--- src/rtl/input_restricted_deque_top_assert.svh ---
`ifndef INPUT_RESTRICTED_DEQUE_TOP_ASSERT_SVH
`define INPUT_RESTRICTED_DEQUE_TOP_ASSERT_SVH

// Same-cycle implication, sampled on clk, off during reset.
`define IRD_ASSERT_IMPL(label, ante, cons, msg) \
    label: assert property (@(posedge clk) disable iff (!rst_n) (ante) |-> (cons)) \
        else $error(msg);

// Next-cycle implication, sampled on clk, off during reset.
`define IRD_ASSERT_NEXT(label, ante, cons, msg) \
    label: assert property (@(posedge clk) disable iff (!rst_n) (ante) |=> (cons)) \
        else $error(msg);

`endif

--- src/rtl/ird_pkg.sv ---
package ird_pkg;

    localparam int DEPTH = 16;
    localparam int IDX_W = $clog2(DEPTH);
    localparam int CNT_W = $clog2(DEPTH + 1);
    localparam int SUM_W = CNT_W + 1;
    localparam int WORD_W = 32;

    typedef enum logic [1:0] {
        CMD_ENQ  = 2'd0,
        CMD_DEQ  = 2'd1,
        CMD_REAR = 2'd2,
        CMD_DUMP = 2'd3
    } cmd_t;

    typedef enum logic [1:0] {
        ST_OK    = 2'd0,
        ST_EMPTY = 2'd1,
        ST_FULL  = 2'd2
    } status_t;

    typedef enum logic [1:0] {
        S_IDLE,
        S_READ,
        S_SHOW
    } state_t;

    typedef enum logic [3:0] {
        DP_NOP,
        DP_ENQ,
        DP_FULL,
        DP_EMPTY,
        DP_DEQ,
        DP_REAR,
        DP_DUMP_START,
        DP_DUMP_NEXT,
        DP_LOAD
    } dp_op_t;

    typedef struct packed {
        dp_op_t op;
    } dp_ctrl_t;

    typedef struct packed {
        logic empty;
        logic full;
        logic dump_more;
    } dp_stat_t;

    // base + off modulo DEPTH; base < DEPTH and off <= DEPTH keep the sum below 2*DEPTH
    function automatic logic [IDX_W-1:0] ring_add(input logic [IDX_W-1:0] base,
                                                  input logic [CNT_W-1:0] off);
        logic [SUM_W-1:0] sum;
        sum = SUM_W'(base) + SUM_W'(off);
        if (sum >= SUM_W'(DEPTH))
        begin
            sum = sum - SUM_W'(DEPTH);
        end
        return sum[IDX_W-1:0];
    endfunction

endpackage

--- src/rtl/ird_cmd_if.sv ---
interface ird_cmd_if;
    logic                                valid;
    logic                                ready;
    ird_pkg::cmd_t                       command;
    logic signed [ird_pkg::WORD_W-1:0]   value;

    modport source (output valid, output command, output value, input ready);
    modport sink (input valid, input command, input value, output ready);
endinterface

--- src/rtl/ird_res_if.sv ---
interface ird_res_if;
    logic                                valid;
    logic                                ready;
    logic signed [ird_pkg::WORD_W-1:0]   value_res;
    ird_pkg::status_t                    status;
    logic                                last;
    logic                                now_empty;

    modport source (output valid, output value_res, output status, output last,
                    output now_empty, input ready);
    modport sink (input valid, input value_res, input status, input last,
                  input now_empty, output ready);
endinterface

--- src/rtl/input_restricted_deque_top.sv ---
// Bounded deque of signed 32-bit words in a 16-entry ring store (registered-read RAM),
// with words entering at the rear and leaving from the front or rear. One command is
// handled at a time. Enqueue and empty/full reports go from accept straight to the
// result beat; dequeue and remove-rear pass through a read state for the RAM read.
// A dump gives one RAM read and one result beat per word, with last set on the
// final beat; an empty queue answers every removal or dump with a single empty beat.
// Each result beat is held until it is taken. The store needs no clearing after reset.
module input_restricted_deque_top (
    input  logic       clk,
    input  logic       rst_n,
    ird_cmd_if.sink    request,
    ird_res_if.source  response
);

    ird_pkg::dp_ctrl_t dp_ctrl;
    ird_pkg::dp_stat_t dp_stat;

    ird_ctrl u_ctrl (
        .clk       (clk),
        .rst_n     (rst_n),
        .in_valid  (request.valid),
        .in_ready  (request.ready),
        .command   (request.command),
        .out_valid (response.valid),
        .out_ready (response.ready),
        .dp_stat   (dp_stat),
        .dp_ctrl   (dp_ctrl)
    );

    ird_datapath u_datapath (
        .clk       (clk),
        .rst_n     (rst_n),
        .dp_ctrl   (dp_ctrl),
        .dp_stat   (dp_stat),
        .value     (request.value),
        .value_res (response.value_res),
        .status    (response.status),
        .last      (response.last),
        .now_empty (response.now_empty)
    );

endmodule

--- src/rtl/ird_ram.sv ---
module ird_ram #(
    parameter int WIDTH = 32,
    parameter int DEPTH = 16
) (
    input  logic                     clk,
    input  logic                     we,
    input  logic [$clog2(DEPTH)-1:0] waddr,
    input  logic [WIDTH-1:0]         wdata,
    input  logic                     re,
    input  logic [$clog2(DEPTH)-1:0] raddr,
    output logic [WIDTH-1:0]         rdata
);

    logic [WIDTH-1:0] mem_reg [DEPTH];
    logic [WIDTH-1:0] rdata_reg;

    always_ff @(posedge clk)
    begin
        if (we)
        begin
            mem_reg[waddr] <= wdata;
        end
        if (re)
        begin
            rdata_reg <= mem_reg[raddr];
        end
    end

    assign rdata = rdata_reg;

endmodule

--- src/rtl/ird_ctrl.sv ---
module ird_ctrl (
    input  logic              clk,
    input  logic              rst_n,
    input  logic              in_valid,
    output logic              in_ready,
    input  ird_pkg::cmd_t     command,
    output logic              out_valid,
    input  logic              out_ready,
    input  ird_pkg::dp_stat_t dp_stat,
    output ird_pkg::dp_ctrl_t dp_ctrl
);

    ird_pkg::state_t state_reg;
    ird_pkg::state_t state_next;

    always_ff @(posedge clk or negedge rst_n)
    begin
        if (!rst_n)
        begin
            state_reg <= ird_pkg::S_IDLE;
        end
        else
        begin
            state_reg <= state_next;
        end
    end

    always_comb
    begin
        state_next = state_reg;
        in_ready   = 1'b0;
        out_valid  = 1'b0;
        dp_ctrl.op = ird_pkg::DP_NOP;
        case (state_reg)
            ird_pkg::S_IDLE:
            begin
                in_ready = 1'b1;
                if (in_valid)
                begin
                    case (command)
                        ird_pkg::CMD_ENQ:
                        begin
                            dp_ctrl.op = dp_stat.full ? ird_pkg::DP_FULL : ird_pkg::DP_ENQ;
                            state_next = ird_pkg::S_SHOW;
                        end
                        ird_pkg::CMD_DEQ:
                        begin
                            dp_ctrl.op = dp_stat.empty ? ird_pkg::DP_EMPTY : ird_pkg::DP_DEQ;
                            state_next = dp_stat.empty ? ird_pkg::S_SHOW : ird_pkg::S_READ;
                        end
                        ird_pkg::CMD_REAR:
                        begin
                            dp_ctrl.op = dp_stat.empty ? ird_pkg::DP_EMPTY : ird_pkg::DP_REAR;
                            state_next = dp_stat.empty ? ird_pkg::S_SHOW : ird_pkg::S_READ;
                        end
                        ird_pkg::CMD_DUMP:
                        begin
                            dp_ctrl.op = dp_stat.empty ? ird_pkg::DP_EMPTY
                                                       : ird_pkg::DP_DUMP_START;
                            state_next = dp_stat.empty ? ird_pkg::S_SHOW : ird_pkg::S_READ;
                        end
                        default:
                        begin
                            state_next = ird_pkg::S_IDLE;
                        end
                    endcase
                end
            end
            ird_pkg::S_READ:
            begin
                dp_ctrl.op = ird_pkg::DP_LOAD;
                state_next = ird_pkg::S_SHOW;
            end
            ird_pkg::S_SHOW:
            begin
                out_valid = 1'b1;
                if (out_ready)
                begin
                    if (dp_stat.dump_more)
                    begin
                        dp_ctrl.op = ird_pkg::DP_DUMP_NEXT;
                        state_next = ird_pkg::S_READ;
                    end
                    else
                    begin
                        state_next = ird_pkg::S_IDLE;
                    end
                end
            end
            default:
            begin
                state_next = ird_pkg::S_IDLE;
            end
        endcase
    end

endmodule

--- src/rtl/ird_datapath.sv ---
`include "input_restricted_deque_top_assert.svh"

module ird_datapath (
    input  logic                              clk,
    input  logic                              rst_n,
    input  ird_pkg::dp_ctrl_t                 dp_ctrl,
    output ird_pkg::dp_stat_t                 dp_stat,
    input  logic signed [ird_pkg::WORD_W-1:0] value,
    output logic signed [ird_pkg::WORD_W-1:0] value_res,
    output ird_pkg::status_t                  status,
    output logic                              last,
    output logic                              now_empty
);

    logic [ird_pkg::CNT_W-1:0]  count_reg, count_next;
    logic [ird_pkg::IDX_W-1:0]  front_reg, front_next;
    logic [ird_pkg::IDX_W-1:0]  idx_reg, idx_next;
    logic                       dump_reg, dump_next;
    logic                       last_reg, last_next;
    logic                       now_empty_reg, now_empty_next;
    ird_pkg::status_t           status_reg, status_next;
    logic signed [ird_pkg::WORD_W-1:0] value_res_reg, value_res_next;

    logic                       ram_we;
    logic                       ram_re;
    logic [ird_pkg::IDX_W-1:0]  ram_waddr;
    logic [ird_pkg::IDX_W-1:0]  ram_raddr;
    logic [ird_pkg::WORD_W-1:0] ram_rdata;
    logic [ird_pkg::CNT_W-1:0]  idx_inc;
    logic                       count_one;

    ird_ram #(
        .WIDTH (ird_pkg::WORD_W),
        .DEPTH (ird_pkg::DEPTH)
    ) u_store (
        .clk   (clk),
        .we    (ram_we),
        .waddr (ram_waddr),
        .wdata (value),
        .re    (ram_re),
        .raddr (ram_raddr),
        .rdata (ram_rdata)
    );

    assign idx_inc   = ird_pkg::CNT_W'(idx_reg) + ird_pkg::CNT_W'(1);
    assign count_one = (count_reg == ird_pkg::CNT_W'(1));

    always_comb
    begin
        count_next     = count_reg;
        front_next     = front_reg;
        idx_next       = idx_reg;
        dump_next      = dump_reg;
        last_next      = last_reg;
        now_empty_next = now_empty_reg;
        status_next    = status_reg;
        value_res_next = value_res_reg;
        ram_we         = 1'b0;
        ram_re         = 1'b0;
        ram_waddr      = ird_pkg::ring_add(front_reg, count_reg);
        ram_raddr      = front_reg;
        case (dp_ctrl.op)
            ird_pkg::DP_ENQ:
            begin
                ram_we         = 1'b1;
                count_next     = count_reg + ird_pkg::CNT_W'(1);
                value_res_next = '0;
                status_next    = ird_pkg::ST_OK;
                last_next      = 1'b1;
                now_empty_next = 1'b0;
                dump_next      = 1'b0;
            end
            ird_pkg::DP_FULL:
            begin
                value_res_next = '0;
                status_next    = ird_pkg::ST_FULL;
                last_next      = 1'b1;
                now_empty_next = 1'b0;
                dump_next      = 1'b0;
            end
            ird_pkg::DP_EMPTY:
            begin
                value_res_next = '0;
                status_next    = ird_pkg::ST_EMPTY;
                last_next      = 1'b1;
                now_empty_next = 1'b1;
                dump_next      = 1'b0;
            end
            ird_pkg::DP_DEQ:
            begin
                ram_re         = 1'b1;
                front_next     = ird_pkg::ring_add(front_reg, ird_pkg::CNT_W'(1));
                count_next     = count_reg - ird_pkg::CNT_W'(1);
                status_next    = ird_pkg::ST_OK;
                last_next      = 1'b1;
                now_empty_next = count_one;
                dump_next      = 1'b0;
            end
            ird_pkg::DP_REAR:
            begin
                ram_re         = 1'b1;
                ram_raddr      = ird_pkg::ring_add(front_reg, count_reg - ird_pkg::CNT_W'(1));
                count_next     = count_reg - ird_pkg::CNT_W'(1);
                if (count_one)
                begin
                    front_next = '0;
                end
                status_next    = ird_pkg::ST_OK;
                last_next      = 1'b1;
                now_empty_next = count_one;
                dump_next      = 1'b0;
            end
            ird_pkg::DP_DUMP_START:
            begin
                ram_re         = 1'b1;
                idx_next       = '0;
                status_next    = ird_pkg::ST_OK;
                last_next      = count_one;
                now_empty_next = 1'b0;
                dump_next      = 1'b1;
            end
            ird_pkg::DP_DUMP_NEXT:
            begin
                ram_re         = 1'b1;
                ram_raddr      = ird_pkg::ring_add(front_reg, idx_inc);
                idx_next       = idx_inc[ird_pkg::IDX_W-1:0];
                last_next      = ((idx_inc + ird_pkg::CNT_W'(1)) == count_reg);
            end
            ird_pkg::DP_LOAD:
            begin
                value_res_next = $signed(ram_rdata);
            end
            default:
            begin
                ram_re = 1'b0;
            end
        endcase
    end

    always_ff @(posedge clk or negedge rst_n)
    begin
        if (!rst_n)
        begin
            count_reg <= '0;
            front_reg <= '0;
            dump_reg  <= 1'b0;
            last_reg  <= 1'b0;
        end
        else
        begin
            count_reg <= count_next;
            front_reg <= front_next;
            dump_reg  <= dump_next;
            last_reg  <= last_next;
        end
    end

    always_ff @(posedge clk)
    begin
        idx_reg       <= idx_next;
        now_empty_reg <= now_empty_next;
        status_reg    <= status_next;
        value_res_reg <= value_res_next;
    end

    assign dp_stat.empty     = (count_reg == '0);
    assign dp_stat.full      = (count_reg >= ird_pkg::CNT_W'(ird_pkg::DEPTH));
    assign dp_stat.dump_more = dump_reg && !last_reg;

    assign value_res = value_res_reg;
    assign status    = status_reg;
    assign last      = last_reg;
    assign now_empty = now_empty_reg;

    `IRD_ASSERT_IMPL(a_count_bound, 1'b1, count_reg <= ird_pkg::CNT_W'(ird_pkg::DEPTH), "count above depth")
    `IRD_ASSERT_NEXT(a_enq_grows, dp_ctrl.op == ird_pkg::DP_ENQ, count_reg == ird_pkg::CNT_W'($past(count_reg) + 1'b1), "enqueue did not add one")
    `IRD_ASSERT_NEXT(a_full_holds, dp_ctrl.op == ird_pkg::DP_FULL, $stable(count_reg) && $stable(front_reg), "full report changed state")
    `IRD_ASSERT_NEXT(a_remove_empty_flag, dp_ctrl.op == ird_pkg::DP_DEQ || dp_ctrl.op == ird_pkg::DP_REAR, now_empty_reg == (count_reg == '0), "now_empty disagrees with count")

endmodule

--- src/flat_wrapper.sv ---
// flat-port wrapper written by rule: the top's interface ports become plain ports
module input_restricted_deque_top_flat 
  (clk, rst_n, request_valid, request_command, request_value, request_ready, response_valid, response_value_res, response_status, response_last, response_now_empty, response_ready);
  ird_cmd_if request_i ();
  ird_res_if response_i ();
  input  logic clk;
  input  logic rst_n;
  input wire logic [$bits(request_i.valid)-1:0] request_valid;
  input wire logic [$bits(request_i.command)-1:0] request_command;
  input wire logic [$bits(request_i.value)-1:0] request_value;
  output wire logic [$bits(request_i.ready)-1:0] request_ready;
  output wire logic [$bits(response_i.valid)-1:0] response_valid;
  output wire logic [$bits(response_i.value_res)-1:0] response_value_res;
  output wire logic [$bits(response_i.status)-1:0] response_status;
  output wire logic [$bits(response_i.last)-1:0] response_last;
  output wire logic [$bits(response_i.now_empty)-1:0] response_now_empty;
  input wire logic [$bits(response_i.ready)-1:0] response_ready;
  assign request_i.valid = request_valid;
  assign request_i.command = request_command;
  assign request_i.value = request_value;
  assign request_ready = request_i.ready;
  assign response_valid = response_i.valid;
  assign response_value_res = response_i.value_res;
  assign response_status = response_i.status;
  assign response_last = response_i.last;
  assign response_now_empty = response_i.now_empty;
  assign response_i.ready = response_ready;
  input_restricted_deque_top u_core (.clk(clk), .rst_n(rst_n), .request(request_i), .response(response_i));
endmodule
--- config.mk ---
export PLATFORM = sky130hd
export DESIGN_NAME = input_restricted_deque_top_flat
export DESIGN_NICKNAME = d
export VERILOG_FILES = /design/src/rtl/ird_pkg.sv /design/src/rtl/ird_cmd_if.sv /design/src/rtl/ird_res_if.sv /design/src/rtl/input_restricted_deque_top.sv /design/src/rtl/ird_ram.sv /design/src/rtl/ird_ctrl.sv /design/src/rtl/ird_datapath.sv /design/src/flat_wrapper.sv
export VERILOG_INCLUDE_DIRS = /design/src /design/src/rtl
export SDC_FILE = /design/constraint.sdc
export NUM_CORES = 1
export LEC_CHECK = 0
export BUFFER_PORTS_ARGS = -buffer_cell sky130_fd_sc_hd__buf_2
export CORE_ASPECT_RATIO = 1.75
export CORE_MARGIN = 8
export CORE_UTILIZATION = 45
export CTS_BUF_LIST = sky130_fd_sc_hd__clkbuf_2 sky130_fd_sc_hd__clkbuf_4 sky130_fd_sc_hd__clkbuf_8
export DETAILED_ROUTE_END_ITERATION = 10
export PLACE_DENSITY = 0.74
export SLEW_MARGIN = 20
export SYNTH_ARGS = -nofsm -noshare
export SYNTH_HDL_FRONTEND = slang
export SYNTH_SLANG_ARGS = --single-unit
--- constraint.sdc ---
create_clock -name clk -period 4.3 [get_ports clk]
set_input_delay 0.215 -clock clk [delete_from_list [all_inputs] [get_ports clk]]
set_output_delay 0.215 -clock clk [all_outputs]
set_load 0.02 [all_outputs]
======== Word-level counts from Yosys, hierarchy flattened ========
Memories as Yosys holds them, arrays and structs flattened. A register that Yosys moved wholly into a read port is not among the register bits.
Index checks and enable logic that the tools add are counted.
word-level totals
  register bits ........................... 52
  memory bits (writable) .................. 512
  bits of input ports ..................... 38
  output and inout bits ................... 38
  logic and storage cells ................. 102
  memories kept ........................... 1
operators by class
  add/sub/neg operators ................... 12
  order comparisons ....................... 5
  eq/ne operators ......................... 18
  multiplexer cells ....................... 35
  reductions and logical operators ........ 22
memory list
  memory                             depth  width  read ports  clocked after memory_dff  wr ports  line           RTL
  u_core.u_datapath.u_store.mem_reg  16     32     1           1                         1         ird_ram.sv:14  logic [WIDTH-1:0] mem_reg [DEPTH];
operator list
  operator                                              number
  case mux 32 bit (2 select lines)                      1
  two-way mux 4 bit                                     6
  case mux 4 bit (2 select lines)                       3
  adder 4 x 5 -> 6 bit                                  3
  >= comparator 6 x 5 -> 1 bit (second input constant)  3
  equality test 4 x 3 -> 1 bit (second input constant)  4
  case mux 4 bit (4 select lines)                       1
  subtractor 4 x 1 -> 4 bit (second input constant)     4
  two-way mux 3 bit                                     5
  case mux 2 bit (3 select lines)                       2
  case mux 4 bit (3 select lines)                       1
  adder 4 x 1 -> 5 bit (second input constant)          2
  adder 5 x 1 -> 5 bit (second input constant)          2
  >= comparator 5 bit (second input constant)           2
  case mux 5 bit (2 select lines)                       1
  nonzero test 2 bit                                    5
  nonzero test 3 bit                                    3
  OR reduction 3 bit                                    3
  equality test 4 x 2 -> 1 bit (second input constant)  2
  two-way mux 2 bit                                     4
  OR reduction 4 bit                                    2
  two-way mux 1 bit                                     7
  equality test 2 bit (second input constant)           3
  inequality test 2 bit (second input constant)         3
  16 further kinds                                      20

======== Logic depth before layout (Yosys ltp) ========
  depth after elaboration ................. 9
  gate-level depth with buffers ........... 16
  gate-level depth less buffers ........... 13

======== By module ========
Synthesis repeated with hierarchy kept, for this count alone.
unflattened totals
  cells, all modules ...................... 1085
  area total of the unflattened synthesis .. 23058.4 um^2
modules (own cells, without submodules)
  module        times used  cells an instance  area each (um^2)  sequential area each (um^2)
  ird_ram       1           838                20155.6           16335.7
  ird_datapath  1           227                2711.4            1446.4
  ird_ctrl      1           20                 191.4             50.0

======== Worst setup path after synthesis ========
Ideal clock, no wire load.
  path type ............................... reg-to-reg
  start ................................... reg u_core.u_ctrl.state_reg[1]
  end ..................................... mem u_core.u_datapath.u_store.mem_reg[0][0], enable pin
  library setup time ...................... 461 ps
  data arrival time ....................... 3951 ps
  required time ........................... 3839 ps
  slack ................................... -112 ps
  cell stages (with the launch flop) ...... 7
  buffers on the path ..................... 1
  period minus slack after synthesis ...... 4412 ps
  cell sequence ........................... dfrtp_1 -> or3b_1 -> clkbuf_1 -> nor4_1 -> and2_1 -> nand2_1 -> nor3_1
between the ends
  longest elaborated chain between the ends .. 6
  elaborated cells on any way between the ends .. 8
  classes of those cells .................. eq/ne (3); mux (4); reduce/logical (1)
ends and longest elaborated chain
  what                                         line                RTL
  start: declaration                           ird_ctrl.sv:13      ird_pkg::state_t state_reg;
  start signal: assignment                     ird_ctrl.sv:20      state_reg <= ird_pkg::S_IDLE;
  start signal: assignment                     ird_ctrl.sv:24      state_reg <= state_next;
  equality test 2 bit (tied with other cells)  ird_ctrl.sv:34      case (state_reg)
  case mux 4 bit (3 select lines) *            ird_ctrl.sv:34
  equality test 4 x 1 -> 1 bit *               ird_datapath.sv:62  case (dp_ctrl.op)
  two-way mux 1 bit *                          ird_datapath.sv:62
  two-way mux 1 bit *                          ird_ram.sv:19       if (we)
  two-way mux 1 bit (implied by the code) *    ird_ram.sv:21       mem_reg[waddr] <= wdata;
  end: declaration                             ird_ram.sv:14
Mark *: on every way between the ends. The rest lies on a longest branch, timed or not.

======== Worst setup path in the final report ========
  start ................................... reg u_core.u_ctrl.state_reg[0]
  end ..................................... reg u_core.u_datapath.u_store.rdata_reg[14], in the netlist u_core.u_datapath.u_store.rdata[14], read port of u_core.u_datapath.u_store.mem_reg (data pin)
between the ends
  longest elaborated chain between the ends .. 5
  elaborated cells on any way between the ends .. 11
  classes of those cells .................. eq/ne (6); mux (3); reduce/logical (2)
ends and longest elaborated chain
  what                                         line                RTL
  equality test 2 bit (tied with other cells)  ird_ctrl.sv:34
  case mux 4 bit (3 select lines) *            ird_ctrl.sv:34
  equality test 4 x 3 -> 1 bit                 ird_datapath.sv:62
  OR reduction 4 bit (no source line)          --
  two-way mux 1 bit                            ird_datapath.sv:62
  end: declaration                             ird_ram.sv:15       logic [WIDTH-1:0] rdata_reg;
Marks and branches as above.
A chain may end at the register's enable or synchronous reset.

==> summary.md <==
| Metric | Value |
|---|---|
| Layout Nets | roughly 1700 |
| Crit path required time | approximately 4700 ps |
| Crit end category | register |
| Static Leak | between 9 and 10 nW |
| CTS root buf | clkbuf_8 |
| Largest net degree at the start of global routing | 64 |
| Worst-Margin Slew | ~1100 ps |
| Max Freq | 241.8 MHz |
| Via density per instance | around 5.7 |
| Pre-CTS setup slack | approximately 160 ps |
| Psw | roughly 0.0053 W |
| Initial antenna violation count | 4 |
| Initial detailed-routing violation count | approximately 1300 |
| Sw Ratio | between 30% and 40% |
| Synth Warn # | 0 |
| Worst vdd ir | about 0.37 mV |
| Initial core utilization | a little under half |
| Combinational Power Share | roughly a third |
| Main flop type after synthesis | edfxtp_1 |
| Overall die width | 189.8 µm |
| Final Hold Viols | 0 |
| Syn_nets | approximately 1500 |
| Worst Setup Start Kind | register |
| Hold_ws | about 100 ps |
| Number of flip-flops in the largest register | 512 |
| Post-synthesis register bit count | between 500 and 600 |
| Most frequent cells in the layout | edfxtp_1, nand2_1, mux2i_1 |
| Global-route usage over all layers | 17.35% |
| Syn Area/Cell | ~16 µm² |
| Max Cap Viol | 0 |
| Total internal power | around 0.011 W |
| H-tree Lvls | 3 |
| # DRC | 0 |
| Clock power frac | 24.7% |
| Final ANT Viol Nets | 0 |
| Seq pwr share | a little over two fifths |
| Final setup violation count | 0 |
| Sink Count | roughly 600 |
| Vias in the first global route | ~14000 |
| Headroom to the max-slew limit | just under 30% |
| Sequential fraction of the synthesis area | 74.95% |
| Row count | between 100 and 150 |
| First-pass GRT wire length | about 80000 µm |
| CTS tree | done |
| Area of the core | 0.05236 mm² |
| Max FO, Critical Path | 22 |
| Class of the tightest hold or removal check | in2reg |
| Router iterations before antenna repair | 6 |
| Synth Instances | ~1500 |
| IO Port Bufs | between 70 and 80 |
| Grt total ovfl | 0 |
| Clock slew at reported path FFs | roughly 70 ps |
| Post-synth cell types | 53 |
| Critical path type | reg2reg |
| Final wirelength | about 53000 µm |
| WP data arrival | 4490 ps |
| Share of layout cells above drive strength 1 | 16.51% |
| Synth-to-layout area growth | 15.21% |
| EDFF count, synth | ~580 |
| Clock Tree Buf Depth | 3 |
| Fin. max-slew vios | 0 |
| PwrDens | around 600 mW/mm² |
| Clk_skew | 30.46 ps |
| Hpwl dp | between 20000 and 30000 µm |
| CTS buffer count | 76 |
| Wire per inst | between 20 and 25 µm |
| Post-route clock period utilization | a little over nine tenths |
| Via count | ~13000 |
| Synth Cell Area | between 0.02 and 0.025 mm² |
| Status | finished, final reports clean |
| RD Place Congestion | a little over 0.8 |
| Full die area | approximately 0.061 mm² |
| Min Tclk post-route | 4135 ps |
| IO Pins | 76 |
| FFs w/ async S/R, synth | under 10% |
| Die height | 320.2 µm |
| PnR worst setup slack | 164.8 ps |
| Clock Latency Late Sink | ~640 ps |
| Commonest non-fill, non-tap cell in the layout | edfxtp_1 |
worst max-delay path, stage by stage, from the launching register on:
cell and delay [ps]:
dfrtp_1 410, or4bb_1 530, or2_2 420, mux2i_1 250, ha_1 270, a21o_1 180
a21oi_1 250, xnor2_1 170, o221a_2 320, buf_4 170, o21ai_4 450, buf_12 270
o221ai_1 130
path summary, 6_finish.rpt:
check	start	end	slack, ps	cells after the start
setup / recovery	u_core.u_ctrl.state_reg[0]	u_core.u_datapath.u_store.rdata[14]	160	12
hold / removal	request_command[0]	u_core.u_datapath.status[1]	100	4
setup reg to reg	u_core.u_ctrl.state_reg[0]	u_core.u_datapath.u_store.rdata[14]	160	12
hold reg to reg	u_core.u_datapath.dump_reg	u_core.u_datapath.dump_reg	520	1
max in group asynchronous	rst_n	u_core.u_datapath.count_reg[2]	3170	3
min in group asynchronous	rst_n	u_core.u_ctrl.state_reg[0]	690	3
Yosys cell counts, types with 2 or more instances:
cell type	number	area (µm²)
dfrtp_1	13	325.3
xor2_1	8	70.07
o21a_1	2	15.01
o211ai_1	3	22.52
a31oi_1	2	12.51
inv_1	13	48.80
o21ai_1	3	15.01
o21ai_0	12	60.06
a22oi_1	32	240.2
nor4_1	2	12.51
a21o_1	5	37.54
nor2b_1	3	18.77
a21oi_1	69	345.3
nor2_1	25	93.84
a211o_1	3	26.28
a211oi_1	4	30.03
o31ai_1	2	15.01
clkbuf_1	32	120.1
buf_4	16	120.1
nand2b_1	4	25.02
fa_1	2	40.04
and2_1	36	225.2
buf_2	36	180.2
ha_1	13	162.7
a32o_1	63	630.6
edfxtp_1	583	17510
a22o_1	3	26.28
nor3_1	11	55.05
buf_1	2	7.510
nand4_1	3	18.77
mux2i_1	189	1892
xnor2_1	12	105.1
nand2_1	213	799.5
o221ai_1	31	271.5
nand3_1	7	35.03
and2_0	2	12.51
power by group through the flow:
stage | Combinational (W) | Sequential [W] | Clock [W]
finish | 0.00524 | 0.00712 | 0.00406
global route | 0.00565 | 0.00716 | 0.00435
CTS | 0.00524 | 0.00713 | 0.00415
detailed placement | 0.00520 | 0.00725 | 0
global placement | 0.00502 | 0.00724 | 0
floorplan | 0.00349 | 0.00727 | 0
area by class of cell:
class,count,area (µm²)
fillers,4084,24950
flip-flops and latches,596,17830
multi-input cells,781,5694
repair buffers,172,1484
clock buffers,94,1212
well taps,678,848.3
clock inverters,40,282.8
inverters,13,48.80
diodes,3,7.507
stage by stage:
step,instance area [µm²],utilization [%],setup TNS [ps],std cells,total power (W)
final,27410,52.35,0,2377,0.01642
after global routing,27410,52.35,-29.26,2376,0.01717
after CTS,27400,52.32,0,2373,0.01652
after detailed placement,25530,48.76,0,2202,0.01245
after global placement,25530,48.76,0,2202,0.01226
after floorplan,23810,-,0,1476,0.01076
metal layers:
layer  track usage (%)  up-vias  routed length, µm
met5                 0        -                 12
met1             19.57     6751              19520
met2             30.54      512              27990
met3             3.206      127               3565
met4             9.601        2               2304
li1                  -     6057                  -
timing repair:
action | CTS | global route
hold buffers | 37 | 0
gates resized for setup | 0 | 0
buffers inserted | 0 | 1
endpoints found under the hold margin | 527 | 0
setup endpoints to repair | 0 | 13
logic make-up after synthesis:
| group | after synthesis | synth area share, % |
|---|---|---|
| flip-flops | 596 | 74.95 |
| AO/OA/AOI/OAI | 240 | 7.615 |
| multiplexers | 190 | 7.999 |
| XOR/XNOR | 20 | 0.7363 |
| AND/OR/NAND/NOR | 316 | 5.843 |
| adder cells (fa/ha/maj) | 15 | 0.8520 |
| buffers and inverters | 99 | 2.004 |
Power figures use the tool's default switching activity.
